<file path="config.mk">
export PLATFORM = sky130hd
export DESIGN_NAME = reno_window_sender_control_flat
export DESIGN_NICKNAME = d
export VERILOG_FILES = /design/src/rtl/rwsc_pkg.sv /design/src/rtl/rwsc_in_if.sv /design/src/rtl/rwsc_out_if.sv /design/src/rtl/rwsc_cfg_if.sv /design/src/rtl/reno_window_sender_control.sv /design/src/flat_wrapper.sv
export SDC_FILE = /design/constraint.sdc
export NUM_CORES = 1
export LEC_CHECK = 0
export BUFFER_PORTS_ARGS = -buffer_cell sky130_fd_sc_hd__buf_4
export CELL_PAD_IN_SITES_DETAIL_PLACEMENT = 0
export CELL_PAD_IN_SITES_GLOBAL_PLACEMENT = 2
export CORE_MARGIN = 1.5
export CORE_UTILIZATION = 30
export DETAILED_ROUTE_END_ITERATION = 10
export GPL_TIMING_DRIVEN = 0
export PLACE_DENSITY_LB_ADDON = 0.1
export SYNTH_ARGS = -nofsm -noshare
export SYNTH_HDL_FRONTEND = slang
export SYNTH_SLANG_ARGS = --single-unit
</file>
<file path="constraint.sdc">
create_clock -name clk_i -period 9.72 [get_ports clk_i]
set_input_delay 2.43 -clock clk_i [delete_from_list [all_inputs] [get_ports clk_i]]
set_output_delay 2.43 -clock clk_i [all_outputs]
set_load 0.005 [all_outputs]
</file>
<file path="src/rtl/rwsc_pkg.sv">
// Shared types and constants for the Reno window sender control block.
// No dependencies; every other file in rtl/ depends on this package.
`timescale 1ns / 1ps

package rwsc_pkg;

  localparam int unsigned SEG_W   = 25;  // segment numbers and counts
  localparam int unsigned BYTE_W  = 24;  // transfer length in bytes
  localparam int unsigned ACK_W   = 24;  // segment number carried by an ACK
  localparam int unsigned WIN_W   = 16;  // window and threshold
  localparam int unsigned SBYTE_W = 16;  // byte count of one segment
  localparam int unsigned MODE_W  = 2;
  localparam int unsigned PHASE_W = 2;
  localparam int unsigned DUP_W   = 2;

  localparam int unsigned SEGMENT_BYTES_DEFAULT = 1024;
  localparam logic [WIN_W-1:0] INIT_THRESH_RESET = 16'd64;
  localparam logic [WIN_W-1:0] WIN_MAX           = 16'hFFFF;
  localparam logic [DUP_W-1:0] DUP_TRIGGER       = 2'd2;
  localparam logic [WIN_W-1:0] FR_INFLATE        = 16'd3;

  // Item kinds
  localparam logic [MODE_W-1:0] MODE_START   = 2'd0;
  localparam logic [MODE_W-1:0] MODE_ACK     = 2'd1;
  localparam logic [MODE_W-1:0] MODE_TIMEOUT = 2'd2;
  localparam logic [MODE_W-1:0] MODE_POLL    = 2'd3;

  // Congestion phases as reported on the result
  localparam logic [PHASE_W-1:0] PHASE_SLOW  = 2'd0;
  localparam logic [PHASE_W-1:0] PHASE_AVOID = 2'd1;
  localparam logic [PHASE_W-1:0] PHASE_FAST  = 2'd2;

  typedef struct packed {
    logic [MODE_W-1:0] mode;
    logic [BYTE_W-1:0] total_bytes;
    logic [ACK_W-1:0]  ack_seq;
  } rwsc_in_t;

  typedef struct packed {
    logic               send_valid;
    logic [ACK_W-1:0]   send_seq;
    logic [SBYTE_W-1:0] send_bytes;
    logic [SEG_W-1:0]   window_base;
    logic [WIN_W-1:0]   window_size;
    logic [WIN_W-1:0]   threshold;
    logic [PHASE_W-1:0] phase;
    logic               finished;
  } rwsc_out_t;

endpackage

</file>
<file path="src/rtl/rwsc_in_if.sv">
// Input event channel: valid/ready handshake carrying one event beat.
// Depends on rwsc_pkg for the payload type.
`timescale 1ns / 1ps

interface rwsc_in_if;
  logic                valid;
  logic                ready;
  rwsc_pkg::rwsc_in_t  data;

  modport source (output valid, output data, input ready);
  modport sink   (input valid, input data, output ready);
endinterface

</file>
<file path="src/rtl/rwsc_out_if.sv">
// Result channel: valid/ready handshake carrying one result beat.
// Depends on rwsc_pkg for the payload type.
`timescale 1ns / 1ps

interface rwsc_out_if;
  logic                valid;
  logic                ready;
  rwsc_pkg::rwsc_out_t data;

  modport source (output valid, output data, input ready);
  modport sink   (input valid, input data, output ready);
endinterface

</file>
<file path="src/rtl/rwsc_cfg_if.sv">
// Configuration write channel: valid/ready handshake carrying the threshold.
// Depends on rwsc_pkg for the data width.
`timescale 1ns / 1ps

interface rwsc_cfg_if;
  logic                         valid;
  logic                         ready;
  logic [rwsc_pkg::WIN_W-1:0]   data;

  modport source (output valid, output data, input ready);
  modport sink   (input valid, input data, output ready);
endinterface

</file>
<file path="src/rtl/reno_window_sender_control.sv">
// Reno window sender control: an accepted input beat passes through the input register,
// then the update logic into the result register, to become its result beat.
// Throughput is one beat per cycle while the result side takes beats; the rate is set
// by the combinational update of the window state, which each event reads and writes.
// Reset clears both registers' valid flags, loads window 1, threshold 64,
// slow start, no transfer (finished), and the configured threshold to 64.
`timescale 1ns / 1ps

module reno_window_sender_control #(
  parameter int unsigned SEGMENT_BYTES = rwsc_pkg::SEGMENT_BYTES_DEFAULT
) (
  input  logic        clk_i,
  input  logic        rst_ni,
  rwsc_in_if.sink     in_i,
  rwsc_out_if.source  out_o,
  rwsc_cfg_if.sink    cfg_i
);
  import rwsc_pkg::*;

  // Ceiling division by the segment size is a multiply by a rounded-up
  // reciprocal: with shift SEG_W + clog2(d) it is exact for any numerator
  // below 2**SEG_W, so no correction step is needed.
  localparam int unsigned DivShift = SEG_W + $clog2(SEGMENT_BYTES);
  localparam int unsigned RecipW   = SEG_W + 1;
  localparam int unsigned ProdW    = SEG_W + RecipW;
  localparam logic [63:0] DivRecip =
    ((64'd1 << DivShift) + 64'(SEGMENT_BYTES) - 64'd1) / 64'(SEGMENT_BYTES);
  localparam logic [RecipW-1:0]  Recip    = DivRecip[RecipW-1:0];
  localparam logic [SBYTE_W-1:0] SegBytes = SBYTE_W'(SEGMENT_BYTES);
  localparam logic [SEG_W-1:0]   RoundUp  = SEG_W'(SEGMENT_BYTES - 1);

  // ---------------------------------------------------------------------------
  // Handshake and staging registers
  // ---------------------------------------------------------------------------
  rwsc_in_t   in_q;
  logic       in_valid_q;
  rwsc_out_t  out_q, out_d;
  logic       out_valid_q;
  logic       fire;        // staged event is processed this cycle
  logic       in_beat;

  assign fire      = in_valid_q && (!out_valid_q || out_o.ready);
  assign in_i.ready = !in_valid_q || fire;
  assign in_beat   = in_i.valid && in_i.ready;
  assign cfg_i.ready = 1'b1;

  assign out_o.valid = out_valid_q;
  assign out_o.data  = out_q;

  // ---------------------------------------------------------------------------
  // Window state
  // ---------------------------------------------------------------------------
  logic [WIN_W-1:0]   init_thresh_q;
  logic [WIN_W-1:0]   win_q,   win_d;
  logic [WIN_W-1:0]   thr_q,   thr_d;
  logic [PHASE_W-1:0] ph_q,    ph_d;
  logic [SEG_W-1:0]   base_q,  base_d;
  logic [SEG_W-1:0]   next_q,  next_d;
  logic [SEG_W-1:0]   stot_q,  stot_d;
  logic [BYTE_W-1:0]  btot_q,  btot_d;
  logic [SEG_W-1:0]   prev_q,  prev_d;
  logic [DUP_W-1:0]   dup_q,   dup_d;
  logic [SEG_W-1:0]   avc_q,   avc_d;
  logic               fr_q,    fr_d;

  // Segment count of a new transfer: one constant multiply
  logic [SEG_W-1:0] div_num;
  logic [ProdW-1:0] div_prod;
  logic [SEG_W-1:0] seg_count;

  assign div_num   = SEG_W'(in_q.total_bytes) + RoundUp;
  assign div_prod  = ProdW'(div_num) * ProdW'(Recip);
  assign seg_count = SEG_W'(div_prod >> DivShift);

  // Length of the final segment, low bits only: one 16x16 constant multiply
  logic [SEG_W-1:0]   stot_m1;
  logic [SBYTE_W-1:0] last_bytes;

  assign stot_m1    = stot_q - SEG_W'(1);
  assign last_bytes = btot_q[SBYTE_W-1:0] - SBYTE_W'(stot_m1[SBYTE_W-1:0] * SegBytes);

  // ---------------------------------------------------------------------------
  // Event update: each branch mirrors the order in which the state is revised
  // ---------------------------------------------------------------------------
  always_comb begin
    logic             done;
    logic [SEG_W-1:0] ack25;
    logic [SEG_W-1:0] ack_p1;
    logic [SEG_W:0]   win_sum;
    logic [SEG_W:0]   win_lim;

    win_d  = win_q;
    thr_d  = thr_q;
    ph_d   = ph_q;
    base_d = base_q;
    next_d = next_q;
    stot_d = stot_q;
    btot_d = btot_q;
    prev_d = prev_q;
    dup_d  = dup_q;
    avc_d  = avc_q;
    fr_d   = fr_q;

    out_d = '0;

    done    = base_q >= stot_q;
    ack25   = SEG_W'(in_q.ack_seq);
    ack_p1  = ack25 + SEG_W'(1);
    win_sum = '0;
    win_lim = (SEG_W+1)'(next_q) - ((SEG_W+1)'(base_q) + (SEG_W+1)'(win_q));

    unique case (in_q.mode)
      MODE_START: begin
        btot_d = in_q.total_bytes;
        stot_d = seg_count;
        win_d  = WIN_W'(1);
        thr_d  = init_thresh_q;
        ph_d   = PHASE_SLOW;
        base_d = '0;
        next_d = '0;
        prev_d = '1;
        dup_d  = '0;
        avc_d  = '0;
        fr_d   = 1'b0;
      end

      MODE_ACK: begin
        // Drop stale ACKs and anything after the transfer is done
        if (!done && !(ack_p1 < base_q)) begin
          if (prev_q != ack25) begin
            dup_d = '0;
            if (win_d >= thr_d) begin
              if (ph_d != PHASE_AVOID) begin
                avc_d = '0;
                fr_d  = 1'b1;
              end
              ph_d = PHASE_AVOID;
            end
            if (ph_d == PHASE_SLOW) begin
              avc_d   = '0;
              win_sum = (SEG_W+1)'(win_d) + (SEG_W+1)'(ack_p1 - base_q);
              win_d   = (win_sum > (SEG_W+1)'(WIN_MAX)) ? WIN_MAX : win_sum[WIN_W-1:0];
            end else if (ph_d == PHASE_AVOID) begin
              if (!fr_d) begin
                avc_d = avc_d + ack25 - prev_q;
              end
              fr_d = 1'b0;
              if (SEG_W'(win_d) == avc_d) begin
                win_d = (win_d == WIN_MAX) ? WIN_MAX : win_d + WIN_W'(1);
                avc_d = '0;
              end
            end else begin
              // Leave fast recovery: deflate to the threshold
              win_d = thr_d;
              ph_d  = PHASE_AVOID;
              avc_d = '0;
            end
            base_d = ack_p1;
          end else begin
            if (ph_d == PHASE_FAST) begin
              win_d = (win_d == WIN_MAX) ? WIN_MAX : win_d + WIN_W'(1);
              avc_d = '0;
            end else if (dup_d < DUP_TRIGGER) begin
              dup_d = dup_d + DUP_W'(1);
            end
          end
          prev_d = ack25;
          // Third identical ACK: halve, inflate and rewind
          if (dup_d == DUP_TRIGGER && ph_d != PHASE_FAST) begin
            thr_d  = win_d >> 1;
            win_d  = thr_d + FR_INFLATE;
            next_d = base_d;
            ph_d   = PHASE_FAST;
          end
        end
      end

      MODE_TIMEOUT: begin
        if (!done) begin
          next_d = base_q;
          thr_d  = win_q >> 1;
          win_d  = WIN_W'(1);
          dup_d  = '0;
          avc_d  = '0;
          ph_d   = PHASE_SLOW;
        end
      end

      MODE_POLL: begin
        // Grant when the next segment is inside the window and the transfer is not done
        if (!done && win_lim[SEG_W] && next_q < stot_q) begin
          out_d.send_valid = 1'b1;
          out_d.send_seq   = next_q[ACK_W-1:0];
          out_d.send_bytes = ((next_q + SEG_W'(1)) != stot_q) ? SegBytes : last_bytes;
          next_d           = next_q + SEG_W'(1);
        end
      end

      default: ;
    endcase

    out_d.window_base = base_d;
    out_d.window_size = win_d;
    out_d.threshold   = thr_d;
    out_d.phase       = ph_d;
    out_d.finished    = base_d >= stot_d;
  end

  // ---------------------------------------------------------------------------
  // Registers
  // ---------------------------------------------------------------------------
  always_ff @(posedge clk_i or negedge rst_ni) begin
    if (!rst_ni) begin
      in_valid_q    <= 1'b0;
      out_valid_q   <= 1'b0;
      init_thresh_q <= INIT_THRESH_RESET;
      win_q         <= WIN_W'(1);
      thr_q         <= INIT_THRESH_RESET;
      ph_q          <= PHASE_SLOW;
      base_q        <= '0;
      next_q        <= '0;
      stot_q        <= '0;
      btot_q        <= '0;
      prev_q        <= '1;
      dup_q         <= '0;
      avc_q         <= '0;
      fr_q          <= 1'b0;
    end else begin
      if (cfg_i.valid && cfg_i.ready) begin
        init_thresh_q <= cfg_i.data;
      end
      // Hold the staged beat until the update consumes it
      if (in_beat) begin
        in_valid_q <= 1'b1;
      end else if (fire) begin
        in_valid_q <= 1'b0;
      end
      if (fire) begin
        out_valid_q <= 1'b1;
        win_q       <= win_d;
        thr_q       <= thr_d;
        ph_q        <= ph_d;
        base_q      <= base_d;
        next_q      <= next_d;
        stot_q      <= stot_d;
        btot_q      <= btot_d;
        prev_q      <= prev_d;
        dup_q       <= dup_d;
        avc_q       <= avc_d;
        fr_q        <= fr_d;
      end else if (out_o.ready) begin
        out_valid_q <= 1'b0;
      end
    end
  end

  // Payload registers: no reset
  always_ff @(posedge clk_i) begin
    if (in_beat) begin
      in_q <= in_i.data;
    end
    if (fire) begin
      out_q <= out_d;
    end
  end

  // ---------------------------------------------------------------------------
  // Assertions
  // ---------------------------------------------------------------------------
  a_staged_held : assert property (@(posedge clk_i) disable iff (!rst_ni)
    in_valid_q && !fire |=> in_valid_q)
    else $error("staged event beat lost before update");

  a_fire_result : assert property (@(posedge clk_i) disable iff (!rst_ni)
    fire |=> out_valid_q)
    else $error("processed event produced no result beat");

  a_grant_open : assert property (@(posedge clk_i) disable iff (!rst_ni)
    out_valid_q && out_q.send_valid |-> !out_q.finished)
    else $error("segment granted on a finished transfer");

  a_grant_bytes : assert property (@(posedge clk_i) disable iff (!rst_ni)
    out_valid_q && out_q.send_valid |-> out_q.send_bytes != '0)
    else $error("granted segment carries no bytes");

endmodule

</file>
<file path="src/flat_wrapper.sv">
// flat-port wrapper written by rule: the top's interface ports become plain ports
module reno_window_sender_control_flat import rwsc_pkg::*;
#(
  parameter int unsigned SEGMENT_BYTES = rwsc_pkg::SEGMENT_BYTES_DEFAULT
)
  (clk_i, rst_ni, in_i_valid, in_i_data, in_i_ready, out_o_valid, out_o_data, out_o_ready, cfg_i_valid, cfg_i_data, cfg_i_ready);
  rwsc_in_if in_i_i ();
  rwsc_out_if out_o_i ();
  rwsc_cfg_if cfg_i_i ();
  input  logic clk_i;
  input  logic rst_ni;
  input wire logic [$bits(in_i_i.valid)-1:0] in_i_valid;
  input wire logic [$bits(in_i_i.data)-1:0] in_i_data;
  output wire logic [$bits(in_i_i.ready)-1:0] in_i_ready;
  output wire logic [$bits(out_o_i.valid)-1:0] out_o_valid;
  output wire logic [$bits(out_o_i.data)-1:0] out_o_data;
  input wire logic [$bits(out_o_i.ready)-1:0] out_o_ready;
  input wire logic [$bits(cfg_i_i.valid)-1:0] cfg_i_valid;
  input wire logic [$bits(cfg_i_i.data)-1:0] cfg_i_data;
  output wire logic [$bits(cfg_i_i.ready)-1:0] cfg_i_ready;
  assign in_i_i.valid = in_i_valid;
  assign in_i_i.data = in_i_data;
  assign in_i_ready = in_i_i.ready;
  assign out_o_valid = out_o_i.valid;
  assign out_o_data = out_o_i.data;
  assign out_o_i.ready = out_o_ready;
  assign cfg_i_i.valid = cfg_i_valid;
  assign cfg_i_i.data = cfg_i_data;
  assign cfg_i_ready = cfg_i_i.ready;
  reno_window_sender_control #(.SEGMENT_BYTES(SEGMENT_BYTES)) u_core (.clk_i(clk_i), .rst_ni(rst_ni), .in_i(in_i_i), .out_o(out_o_i), .cfg_i(cfg_i_i));
endmodule
</file>
=== Word-level counts from Yosys, hierarchy flattened ===
Cells that the tools add are included.

* Register bits: 347
* Latch bits: 0
* Memory bits (writable): 0
* ROM bits: 0
* Input bits: 71
* Output and inout port bits: 104
* Word-level logic and storage cells: 177
* Memories kept: 0

* Add/sub/neg operators: 14
* $mul: 0
* Divide/modulo/power cells: 0
* $lt $le $gt $ge: 7
* Eq/ne operators: 18
* Shift operators: 0
* Muxes and demuxes: 84
* Bitwise operators: 2
* Reduce and logical (&&, ||, !) cells: 26

{| class="wikitable"
|+ Operator list
! operator !! count
|-
| $mux W25 || 26
|-
| $mux W16 || 16
|-
| $pmux W25 S2 || 2
|-
| $pmux W25 S4 || 1
|-
| $pmux W16 S3 || 2
|-
| $pmux W25 S3 || 1
|-
| $ge A25 B25 Y1 || 2
|-
| $lt A25 B25 Y1 || 2
|-
| $mux W41 || 1
|-
| $mux W2 || 19
|-
| $add A16 B26 Y26 || 1
|-
| $add A25 B16 Y26 || 1
|-
| $gt A26 B16 Y1 const B || 1
|-
| $sub A25 B25 Y26 || 1
|-
| $sub A25 B26 Y26 || 1
|-
| $add A24 B1 Y25 const B || 1
|-
| $add A24 B10 Y25 const B || 1
|-
| $add A25 B1 Y25 const B || 1
|-
| $add A25 B24 Y25 || 1
|-
| $eq A16 B25 Y1 || 1
|-
| $ne A25 B24 Y1 || 1
|-
| $ne A25 B25 Y1 || 1
|-
| $sub A25 B25 Y25 || 1
|-
| $add A15 B2 Y16 const B || 1
|-
| other kinds (27) || 65
|}

=== Logic depth before layout (Yosys ltp) ===
* Depth after elaboration: 25
* Mapped depth: 40
* Mapped depth without buffers: 39

=== Worst setup path after synthesis ===
Ideal clock, no wire load.

* Path kind: flip-flop to flip-flop
* Start: register u_core.win_q[0]
* End: register u_core.out_q (netlist bit u_core.out_o.data[33]) (data pin)
* Setup time: 0.257 ns
* Data arrival time: 7.082 ns
* Required time: 9.463 ns
* Slack: 2.381 ns
* Cell stages (with the launch flop): 31
* Path buffers: 4
* Clock period less this slack: 7.339 ns
* Cell sequence: dfstp_2 > clkbuf_1 > inv_1 > ha_1 > a31oi_1 > nor2b_1 > o21ai_1 > a21o_1 > clkbuf_1 > clkbuf_1 > and2_1 > fa_1 > fa_1 > a211oi_2 > o211ai_2 > a31oi_2 > xnor2_1 > mux2i_1 > or4_1 > o311ai_1 > nor2b_1 > and4_1 > buf_8 > nand2_4 > a311o_4 > ha_1 > nor3_2 > nand4_2 > o21bai_1 > nand3_2 > a32o_1

{| class="wikitable"
|+ RTL lines
! what !! RTL line !! RTL
|-
| start: declaration || reno_window_sender_control.sv:54 || <nowiki>logic [WIN_W-1:0] win_q, win_d;</nowiki>
|-
| start signal: assignment || reno_window_sender_control.sv:240 || <nowiki>win_q <= win_d;</nowiki>
|-
| end signal: assignment || reno_window_sender_control.sv:263 || <nowiki>out_q <= out_d;</nowiki>
|-
| end: declaration || reno_window_sender_control.sv:37 || <nowiki>rwsc_out_t out_q, out_d;</nowiki>
|}

==> flow_results.xml <==
<?xml version="1.0" encoding="UTF-8"?>
<metrics>
  <group name="status">
    <metric name="status" unit="">finished clean</metric>
  </group>
  <group name="routing">
    <metric name="routed_wire_length_per_instance" unit="um">28.3</metric>
    <metric name="drt_first_iter_violations" unit="">2040</metric>
    <metric name="vias_per_cell" unit="">5.59</metric>
    <metric name="detailedRoute.firstPassIterationCount" unit="">5</metric>
    <metric name="detail_route.drc_violations" unit="">0</metric>
    <metric name="drt-total-wl" unit="um">124000</metric>
    <metric name="detailroute.via_count" unit="">24500</metric>
    <metric name="routed_antenna_nets" unit="">0</metric>
  </group>
  <group name="power">
    <metric name="seq_power_share" unit="%">20.7</metric>
    <metric name="portion_of_total_power_attributed_to_combinational_logic" unit="%">63.8</metric>
    <metric name="cell_internal_pwr" unit="uW">5930</metric>
    <metric name="irDropWorstVdd" unit="V">0.000164</metric>
    <metric name="design_power_total" unit="uW">12200</metric>
    <metric name="switching_share" unit="%">51.4</metric>
    <metric name="power.clock.fraction" unit="%">15.5</metric>
    <metric name="p_sw" unit="uW">6270</metric>
    <metric name="power-per-cell-area" unit="nW/um^2">386</metric>
    <metric name="cellLeakagePower" unit="uW">0.0131</metric>
  </group>
  <group name="die">
    <metric name="die_width" unit="um">303</metric>
    <metric name="core_outline_area" unit="um^2">88800</metric>
    <metric name="die-area" unit="um^2">91700</metric>
    <metric name="rows" unit="">109</metric>
    <metric name="die-height" unit="um">303</metric>
    <metric name="initial_utilization" unit="%">30.4</metric>
    <metric name="io-pin-count" unit="">175</metric>
  </group>
  <group name="yosys">
    <metric name="yosys.cell_count.top_type" unit="">sky130_fd_sc_hd__nand2_1</metric>
    <metric name="dominantRegCellSynth" unit="">sky130_fd_sc_hd__dfrtp_1</metric>
    <metric name="synth_common_cells" unit="">sky130_fd_sc_hd__nand2_1, sky130_fd_sc_hd__o21ai_0, sky130_fd_sc_hd__ha_1, sky130_fd_sc_hd__inv_1, sky130_fd_sc_hd__a21oi_1</metric>
    <metric name="ys_seq_area_share" unit="%">35.1</metric>
    <metric name="synth_enable_flop_cells" unit="">151</metric>
    <metric name="proportion_of_netlist_area_held_by_the_largest_area_contributor" unit="%">16.8</metric>
    <metric name="mappedNetlistArea" unit="um^2">27000</metric>
    <metric name="synth_area_leaders" unit="">sky130_fd_sc_hd__edfxtp_1, sky130_fd_sc_hd__dfrtp_1, sky130_fd_sc_hd__ha_1, sky130_fd_sc_hd__o21ai_0, sky130_fd_sc_hd__fa_1</metric>
    <metric name="synth.ff_latch_count" unit="">347</metric>
    <metric name="syn_nets" unit="">3298</metric>
    <metric name="netlist-cell-type-count" unit="">122</metric>
    <metric name="synth_area_per_cell" unit="um^2">9.12</metric>
    <metric name="synth_cells" unit="">2956</metric>
    <metric name="ys_warn_count" unit="">0</metric>
    <metric name="synth-async-reset-ratio" unit="%">56.5</metric>
    <metric name="synth.largest_area_cell" unit="">sky130_fd_sc_hd__edfxtp_1</metric>
  </group>
  <group name="cells_and_area">
    <metric name="layout.cell_area.non_filler" unit="um^2">31700</metric>
    <metric name="final_core_utilization" unit="%">35.7</metric>
    <metric name="drive_above_1_share" unit="%">14.2</metric>
    <metric name="num-fill-cells" unit="">9190</metric>
    <metric name="growth_of_design_area_from_synthesis_to_finish" unit="%">17.4</metric>
    <metric name="finalNonFillerCells" unit="">4391</metric>
    <metric name="nets_final" unit="">3529</metric>
  </group>
  <group name="global_routing">
    <metric name="globalRoute.busiestLayer" unit="">met2</metric>
    <metric name="grt_use_total" unit="%">27.0</metric>
    <metric name="groute.layer.met3.usage" unit="%">3.33</metric>
    <metric name="grt_first_pass_wirelength" unit="um">179000</metric>
    <metric name="globalRoute.totalOverflow" unit="">0</metric>
    <metric name="grt_antenna_before_repair" unit="">4</metric>
    <metric name="pin_count_of_the_biggest_net_entering_global_routing" unit="">79</metric>
    <metric name="grt.met1_usage" unit="%">36.1</metric>
    <metric name="grt_pass1_vias" unit="">24900</metric>
    <metric name="grt_use_met2" unit="%">45.0</metric>
  </group>
  <group name="cts">
    <metric name="worstSkewPairLatency" unit="ns">0.62</metric>
    <metric name="tritoncts_clock_tree" unit="">yes</metric>
    <metric name="clock_path_buffers" unit="">3</metric>
    <metric name="cts_root_buffer" unit="">sky130_fd_sc_hd__clkbuf_16</metric>
    <metric name="cts_sinks" unit="">347</metric>
    <metric name="holdBufCountCts" unit="">0</metric>
    <metric name="path_clk_slew" unit="ns">0.06</metric>
    <metric name="cts_max_level" unit="">2</metric>
    <metric name="cts_inserted_buffers" unit="">46</metric>
  </group>
  <group name="critical_path">
    <metric name="cp.required" unit="ns">10.02</metric>
    <metric name="crit_path_top_delay_cell" unit="">sky130_fd_sc_hd__dfrtp_2</metric>
    <metric name="crit_type" unit="">reg -&gt; reg</metric>
    <metric name="critPathMaxStageDelay" unit="ns">0.69</metric>
    <metric name="crit_path_end_kind" unit="">flop</metric>
    <metric name="cp_data_arrival_time" unit="ns">9.63</metric>
    <metric name="worst-path-max-fanout" unit="">10</metric>
    <metric name="setup.worst_path.start_class" unit="">flop</metric>
  </group>
  <group name="sta">
    <metric name="finClkSkew" unit="ns">0.0300</metric>
    <metric name="worst-slew-pin-transition" unit="ns">1.15</metric>
    <metric name="finalMaxSlewViolations" unit="">0</metric>
    <metric name="maxClockFrequency" unit="MHz">107</metric>
    <metric name="final.hold.worst_slack" unit="ns">0.482</metric>
    <metric name="grt_setup_unrepaired" unit="">no</metric>
    <metric name="finalHoldViolations" unit="">0</metric>
    <metric name="headroom_to_the_max_slew_limit" unit="%">22.2</metric>
    <metric name="min_period" unit="ns">9.33</metric>
    <metric name="post-route-period-util" unit="%">96.0</metric>
    <metric name="setup_viol_count_final" unit="">0</metric>
  </group>
  <group name="place">
    <metric name="routabilityCongestion" unit="">0.907</metric>
    <metric name="post-dp-hpwl" unit="um">99400</metric>
    <metric name="port_buffer_cells" unit="">172</metric>
    <metric name="dp_cells" unit="">4302</metric>
    <metric name="postPlaceCellArea" unit="um^2">29900</metric>
  </group>
  <group name="worst_hold_path">
    <metric name="min_delay_worst_type" unit="">reg -&gt; reg</metric>
  </group>
  <group name="run">
    <metric name="drv_cap" unit="">0</metric>
  </group>
</metrics>
==> worst max-delay path, delay by kind of cell, from the launching register on <==
family / cells / cell delay (ns)
XOR/XNOR: 1 / 0.22
adder cells (fa/ha/maj): 4 / 1.71
multiplexers: 1 / 0.21
AND/OR/NAND/NOR: 9 / 2.43
flip-flops: 1 / 0.69
buffers and inverters: 3 / 0.89
AO/OA/AOI/OAI: 10 / 2.83
==> stage by stage <==
| stage | setup WS [ns] | TNS [ns] |
|---|---|---|
| after floorplan | 2.38 | 0 |
| after global placement | -0.637 | -6.67 |
| after detailed placement | -0.529 | -3.86 |
| after CTS | 0.0477 | 0 |
| after global routing | 0.00116 | 0 |
| final | 0.389 | 0 |
==> flip-flops by register name, indices dropped and copies added, names as in the netlist, 16 cells and up <==
register	cells
u_core.thr_q	16
u_core.btot_q	16
u_core.in_q	50
u_core.stot_q	25
u_core.next_q	25
u_core.win_q	16
u_core.base_q	25
u_core.out_o.data	101
u_core.init_thresh_q	16
u_core.prev_q	25
u_core.avc_q	25
==> final cells by class <==
cell class / instances / area [um^2] / share of cell area, %
Timing Repair Buffer: 183 / 1470 / 4.65
Sequential cell: 347 / 9480 / 29.9
Inverter: 204 / 766 / 2.42
Clock buffer: 52 / 1190 / 3.77
Buffer: 139 / 709 / 2.24
Clock inverter: 34 / 483 / 1.53
Antenna cell: 1 / 2.50 / 0.00790
Multi-Input combinational cell: 2266 / 16100 / 50.8
Tap cell: 1165 / 1460 / 4.60
==> what timing repair did <==
action	4_1_cts	5_1_grt
setup buffers	0	2
pin swaps	0	1
endpoints found under the hold margin	0	0
gates resized for setup	4	19
endpoints found under the setup margin	25	32
==> metal layers <==
layer  up-vias  share of wire, %  routed length (um)
met5         -             0.022                  27
met4         4               3.5                4310
met2       800                47               58700
met3       189               4.9                6110
li1      11200                 -                   -
met1     12300                44               55100
==> power by group through the flow <==
stage | Sequential (uW) | Combinational (uW) | Clock [uW]
after floorplan | 2260 | 5150 | 0
after global placement | 2550 | 7550 | 0
after detailed placement | 2540 | 7620 | 0
after CTS | 2520 | 7690 | 1930
after global routing | 2560 | 8550 | 1990
final | 2530 | 7790 | 1890
==> kinds of logic (layout without fill, tap and decap cells) <==
| group | after synthesis | after routing | synth area share (%) |
|---|---|---|---|
| AO/OA/AOI/OAI | 888 | 888 | 21.8 |
| XOR/XNOR | 160 | 160 | 5.20 |
| adder cells (fa/ha/maj) | 271 | 271 | 14.2 |
| buffers and inverters | 343 | 612 | 5.44 |
| flip-flops | 347 | 347 | 35.1 |
| multiplexers | 56 | 56 | 2.27 |
| other | 1 | 2 | 0.0139 |
| AND/OR/NAND/NOR | 890 | 890 | 15.9 |
==> final timing paths <==
| kind | start | endpoint | slack, ns | depth (start not counted) |
|---|---|---|---|---|
| worst max register to register | u_core.win_q[6] | u_core.out_o.data[31] | 0.39 | 28 |
| worst min register to register | u_core.btot_q[10] | u_core.btot_q[10] | 0.48 | 2 |
| max in group asynchronous | rst_ni | u_core.win_q[5] | 7.09 | 2 |
| worst min-delay path | u_core.btot_q[10] | u_core.btot_q[10] | 0.48 | 2 |
| min in group asynchronous | rst_ni | u_core.stot_q[11] | 1.72 | 1 |
| worst max-delay path | u_core.win_q[6] | u_core.out_o.data[31] | 0.39 | 28 |
==> cell usage in the layout, fill, tap and decap left out, types with 101 or more instances in the layout <==
cell	n
sky130_fd_sc_hd__nor2_1	192
sky130_fd_sc_hd__o21ai_0	241
sky130_fd_sc_hd__inv_1	200
sky130_fd_sc_hd__dfrtp_1	163
sky130_fd_sc_hd__buf_4	175
sky130_fd_sc_hd__a21oi_1	197
sky130_fd_sc_hd__nand2_1	310
sky130_fd_sc_hd__ha_1	212
sky130_fd_sc_hd__xnor2_1	101
sky130_fd_sc_hd__edfxtp_1	151
No activity file was read; power rests on OpenSTA's default activity.
